<file path="src/hw/rtl/ptwe_pkg.sv">
// ---------------------------------------------------------------------------
// ptwe_pkg
// Shared widths, status codes, register indexes and the control/status
// structs of the page table translator.
// ---------------------------------------------------------------------------
`default_nettype none

package ptwe_pkg;

    localparam int PROC_W  = 2;
    localparam int ADDR_W  = 31;
    localparam int PHYS_W  = 22;
    localparam int STAT_W  = 3;
    localparam int CNT_W   = 32;
    localparam int PAGES_W = 11;
    localparam int CFG_W   = 11;
    localparam int CIDX_W  = 1;

    // 4096-byte pages, 1024 virtual pages per process, 1024 frames
    localparam int OFF_W   = 12;
    localparam int VPN_W   = 10;
    localparam int FRAME_W = 10;
    localparam int NUM_PROCS = 4;
    localparam int SLOT_W  = PROC_W + VPN_W;

    // valid bits kept as 64-bit rows, 16 rows per process
    localparam int BIT_W   = 6;
    localparam int WORD_W  = 1 << BIT_W;
    localparam int ROW_W   = VPN_W - BIT_W;
    localparam int ROWS_PER_PROC = 1 << ROW_W;
    localparam int VROW_W  = PROC_W + ROW_W;
    localparam int NUM_ROWS = 1 << VROW_W;
    localparam int NUM_SLOTS = 1 << SLOT_W;

    localparam logic [PAGES_W-1:0] PHYS_PAGES    = 11'd1024;
    localparam logic [CFG_W-1:0]   TOTAL_RST     = 11'd1024;
    localparam logic [CFG_W-1:0]   RESERVED_RST  = 11'd256;

    localparam logic [STAT_W-1:0] ST_HIT     = 3'd0;
    localparam logic [STAT_W-1:0] ST_FREE    = 3'd1;
    localparam logic [STAT_W-1:0] ST_EVICT   = 3'd2;
    localparam logic [STAT_W-1:0] ST_NOFRAME = 3'd3;
    localparam logic [STAT_W-1:0] ST_RANGE   = 3'd4;

    localparam logic [CIDX_W-1:0] CFG_TOTAL    = 1'b0;
    localparam logic [CIDX_W-1:0] CFG_RESERVED = 1'b1;

    typedef struct packed {
        logic capture;
        logic lookup;
        logic resolve;
        logic ev_clear;
        logic ev_finish;
        logic push;
    } ptwe_cmd_t;

    typedef struct packed {
        logic evict;
        logic out_free;
    } ptwe_stat_t;

endpackage

`default_nettype wire

</file>
<file path="src/hw/rtl/ptwe_ctrl.sv">
// ---------------------------------------------------------------------------
// ptwe_ctrl
// Sequencer: capture, table read, resolve, optional eviction, push.
// ---------------------------------------------------------------------------
`default_nettype none

module ptwe_ctrl (
    input  wire logic                  clk,
    input  wire logic                  rst_n,
    input  wire logic                  req_valid,
    output logic                       req_ready,
    input  wire ptwe_pkg::ptwe_stat_t  stat,
    output ptwe_pkg::ptwe_cmd_t        cmd
);
    import ptwe_pkg::*;

    localparam logic [2:0] S_IDLE = 3'd0;
    localparam logic [2:0] S_READ = 3'd1;
    localparam logic [2:0] S_LOOK = 3'd2;
    localparam logic [2:0] S_EVW  = 3'd3;
    localparam logic [2:0] S_EVF  = 3'd4;
    localparam logic [2:0] S_DONE = 3'd5;

    logic [2:0] state_reg;
    logic [2:0] state_next;

    assign req_ready     = (state_reg == S_IDLE);
    assign cmd.capture   = req_ready && req_valid;
    assign cmd.lookup    = (state_reg == S_READ);
    assign cmd.resolve   = (state_reg == S_LOOK);
    assign cmd.ev_clear  = (state_reg == S_EVW);
    assign cmd.ev_finish = (state_reg == S_EVF);
    assign cmd.push      = (state_reg == S_DONE) && stat.out_free;

    always_comb
    begin
        state_next = state_reg;
        case (state_reg)
            S_IDLE: if (req_valid) state_next = S_READ;
            S_READ: state_next = S_LOOK;
            S_LOOK: state_next = stat.evict ? S_EVW : S_DONE;
            S_EVW:  state_next = S_EVF;
            S_EVF:  state_next = S_DONE;
            S_DONE: if (stat.out_free) state_next = S_IDLE;
            default: state_next = S_IDLE;
        endcase
    end

    always_ff @(posedge clk or negedge rst_n)
    begin
        if (!rst_n)
        begin
            state_reg <= S_IDLE;
        end
        else
        begin
            state_reg <= state_next;
        end
    end

endmodule

`default_nettype wire

</file>
<file path="config.mk">
export PLATFORM = sky130hd
export DESIGN_NAME = ptwe_ctrl
export DESIGN_NICKNAME = d
export VERILOG_FILES = /design/src/hw/rtl/ptwe_pkg.sv /design/src/hw/rtl/ptwe_ctrl.sv
export SDC_FILE = /design/constraint.sdc
export NUM_CORES = 1
export LEC_CHECK = 0
export ABC_AREA = 1
export BUFFER_PORTS_ARGS = -buffer_cell sky130_fd_sc_hd__buf_4
export CAP_MARGIN = 20
export CORE_AREA = 2 2 39 41
export DETAILED_ROUTE_END_ITERATION = 6
export DIE_AREA = 0 0 41 43
export PLACE_DENSITY = 0.41
export SYNTH_ARGS = -nofsm -noshare
export SYNTH_HDL_FRONTEND = slang
export SYNTH_SLANG_ARGS = --single-unit
</file>
<file path="constraint.sdc">
create_clock -name clk -period 1.47 [get_ports clk]
set_clock_uncertainty 0.15 [all_clocks]
set_input_delay 0.2205 -clock clk [delete_from_list [all_inputs] [get_ports clk]]
set_output_delay 0.2205 -clock clk [all_outputs]
set_load 0.01 [all_outputs]
</file>
Yosys cells after proc, flatten, opt, wreduce, memory -nomap -nowiden
Cells that the tools add are included.
- register bits after elaboration: 3
- input port bits: 5
- output and inout port bits: 7
- eq/ne operators: 7
- mux-type cells: 4
- reductions and logical operators: 4
- operators with widths (operator ; number):
    3-bit case mux with 6 select lines ; 1
    3-bit 2-to-1 mux ; 3
    3-bit by 2-bit equality test with 1-bit output, second input constant ; 2
    3-bit equality test, second input constant ; 2
    2-bit != test, second input constant ; 2
    3-bit by 1-bit equality test with 1-bit output, second input constant ; 1
    3-bit zero test ; 1
    1-bit logical AND ; 2
    2-bit AND reduction ; 1

Logic depth before layout (Yosys ltp)
- depth after elaboration: 3
- gate-level depth with buffers: 4

Least setup slack after synthesis
No wires, ideal clock.
- path type: register to output
- start: register state_reg[1]
- end: output port cmd[5] in the netlist's numbering
- data arrival time: 783 ps
- setup slack: 317 ps
- stages on the path, launching flop included: 4
- path buffers: 0
- cell sequence: dfrtp_1 nor2_1 nand2_2 nor2_1
- RTL lines (item ; RTL line ; RTL):
    from (decl) ; ptwe_ctrl.sv:24 ; logic [2:0] state_reg;
    from (signal assigned) ; ptwe_ctrl.sv:57 ; state_reg <= state_next;
    to (decl) ; ptwe_ctrl.sv:13 ; output ptwe_pkg::ptwe_cmd_t cmd

==> results.sh <==
export IMPL_die_x_um=41
export IMPL_fin_crit_sh=0.998
export IMPL_insertion_delay_ns=0.23
export IMPL_synth_seq_cells=3
export IMPL_clock_fmax_ghz=0.681
export IMPL_hp_class="in2reg"
export IMPL_yosys_warnings=0
export IMPL_overflow=0
export IMPL_rsz0062_at_grt="true"
export IMPL_slew_headroom=0.890
export IMPL_tns_ns=0
export IMPL_required_ns=1.10
export IMPL_maxCapViolCount=0
export IMPL_drive_above_1_share=0.522
export IMPL_final_util=0.258
export IMPL_grt_max_degree=6
export IMPL_p_int_uw=416
export IMPL_hp_start="req_valid"
export IMPL_cp_arrival_ns=1.10
export IMPL_clockBufferDepth=2
export IMPL_htreeDepth=1
export IMPL_place_congestion=0.746
export IMPL_drtIter0Drc=3
export IMPL_hold_violations=0
export IMPL_slew_violations=0
export IMPL_p_clk_frac=0.200
export IMPL_pwr_share_comb=0.551
export IMPL_r2r_start="state_reg[1]$_DFFE_PN0P_"
export IMPL_synth_area_um2=200
export IMPL_grt_pass1_vias=205
export IMPL_ant_nets=0
export IMPL_clock_sinks=3
export IMPL_fp_dieH_um=43
export IMPL_num_vias=240
export IMPL_p_switching_uw=305
export IMPL_path_clk_slew_ns=0.03
export IMPL_worstMarginPinSlew_ns=0.163
export IMPL_ys_seq_area_frac=0.375
export IMPL_timing_rr_end="state_reg[2]$_DFFE_PN0P_"
export IMPL_wirelength_um=503
export IMPL_dr_pass1_iters=4
export IMPL_synth_nets=34
export IMPL_rows=14
export IMPL_swShare=0.423
export IMPL_finalSetupViolCount=0
export IMPL_path_max_fanout=4
export IMPL_dp_hpwl_um=400
export IMPL_antenna_found_initial=0
export IMPL_r2r_slack_ns=0.35
export IMPL_cts_buffers=3
export IMPL_hold_depth=3
export IMPL_core_area_um2=1380
export IMPL_initial_core_util=0.145
export IMPL_largest_reg_flops=3
export IMPL_avgRoutedWirePerCell_um=8.11
export IMPL_drc_errors=0
export IMPL_period_needed_ns=1.47
export IMPL_port_buffers=11
export IMPL_power_leakage_uw=0.000198
export IMPL_min_to="state_reg[0]$_DFFE_PN0P_"
export IMPL_grt_pass1_wl_um=821
export IMPL_crit_path_end_kind="output port"
export IMPL_p_seq_frac=0.249
export IMPL_synth_avg_cell_area_um2=6.90
export IMPL_power_density_nw_per_um2=2020
export IMPL_status="finished clean"
export IMPL_io_pins=12
export IMPL_avgViaCountPerCell=3.87
export IMPL_grt_usage=0.0785
export IMPL_crit_type="reg2out"
export IMPL_ff2ff_path_depth=4
export IMPL_antenna_cells=0
export IMPL_area_growth_pct=78.1
export IMPL_cts_tree="done"
export IMPL_cts_root_buf="clkbuf_4"
export IMPL_die_area_um2=1760
export IMPL_ys_types=14
export IMPL_start_kind="flip-flop"
export IMPL_fin_nets=52
export IMPL_synthCells=29
export IMPL_ir_worst_vdd_v=0.000692
-- repair_timing --
item | CTS | global route
pin swaps | 0 | 0
hold buffers | 1 | 0
setup buffers | 0 | 1
setup endpoints to repair | 1 | 7
resized for setup | 2 | 4
endpoints found under the hold margin | 3 | 0
-- power by group through the flow --
stage	clock network (µW)	logic, µW	registers (µW)
detailed placement	0	371	167
finish	144	397	179
CTS	152	378	173
global placement	0	377	171
global route	163	443	188
floorplan	0	228	158
-- cells in the mapped netlist (all sizes together) --
library cell | instances | share of area
nand4 | 1 | 0.031
nor3 | 1 | 0.050
nand2 | 4 | 0.088
o21ai | 2 | 0.069
nand3 | 1 | 0.025
nor2 | 6 | 0.13
o211ai | 1 | 0.038
inv | 9 | 0.17
o22ai | 1 | 0.031
dfrtp | 3 | 0.37
-- layout make-up --
class                      count  area, µm²
tap                           16       20.0
fill                         165       1030
clock buffer                   4       26.3
sequential                     3       76.3
multi-input combinational     17       93.8
inverter                       9       36.3
timing repair buffer          13        104
-- layer usage --
| layer | vias to the layer above | track usage | routed length (µm) |
|---|---|---|---|
| li1 | 123 | - | - |
| met1 | 106 | 0.0844 | 179 |
| met2 | 9 | 0.0875 | 256 |
| met3 | 2 | 0.0785 | 60 |
| met4 | 0 | 0.0600 | 7 |
| met5 | - | 0 | 0 |
-- per-stage QoR --
stage / worst slack, ns / instance area [µm²] / power, µW / hold slack, ns / std cells
after floorplan: 0.317 / 200 / 386 / -0.225 / 29
after global placement: 0.233 / 303 / 549 / -0.139 / 56
after detailed placement: 0.244 / 303 / 539 / -0.136 / 56
after CTS: 0.00106 / 342 / 703 / 0.0812 / 61
after global routing: -0.0863 / 357 / 794 / 0.0820 / 62
final: 0.00236 / 357 / 721 / 0.0866 / 62
-- logic make-up (layout without fill, tap and decap cells) --
| logic type | count (synthesis) | after routing | synth area share |
|---|---|---|---|
| DFF | 3 | 3 | 0.375 |
| buffers and inverters | 9 | 26 | 0.169 |
| AOI/OAI and AO/OA | 4 | 4 | 0.138 |
| and+or+nand+nor | 13 | 13 | 0.319 |
-- layout by cell type, fill, tap and decap left out, types with 2 or more instances in the layout --
cell type and n:
buf_4 11, inv_1 6, nor2_1 4, inv_2 2
nor2_2 2, clkbuf_4 3, dfrtp_1 2, nand2_1 3
-- worst max-delay path, cell delays in order, from the launching register on --
cell     delay [ns]
dfrtp_1        0.41
nor2_2         0.16
nand2_2        0.08
nor2_1         0.09
buf_4          0.12
-- how the worst max path moves through the flow --
stage | from | to | slack [ns] | depth (start not counted)
floorplan | state_reg[1]$_DFFE_PN0P_ | cmd[5] | 0.32 | 3
global placement | state_reg[0]$_DFFE_PN0P_ | cmd[5] | 0.23 | 4
detailed placement | state_reg[1]$_DFFE_PN0P_ | cmd[5] | 0.24 | 4
CTS | state_reg[1]$_DFFE_PN0P_ | cmd[5] | 0.001 | 4
global route | state_reg[1]$_DFFE_PN0P_ | cmd[5] | -0.09 | 4
finish | state_reg[1]$_DFFE_PN0P_ | cmd[5] | 0.002 | 4
(Power assumes the default switching activity.)
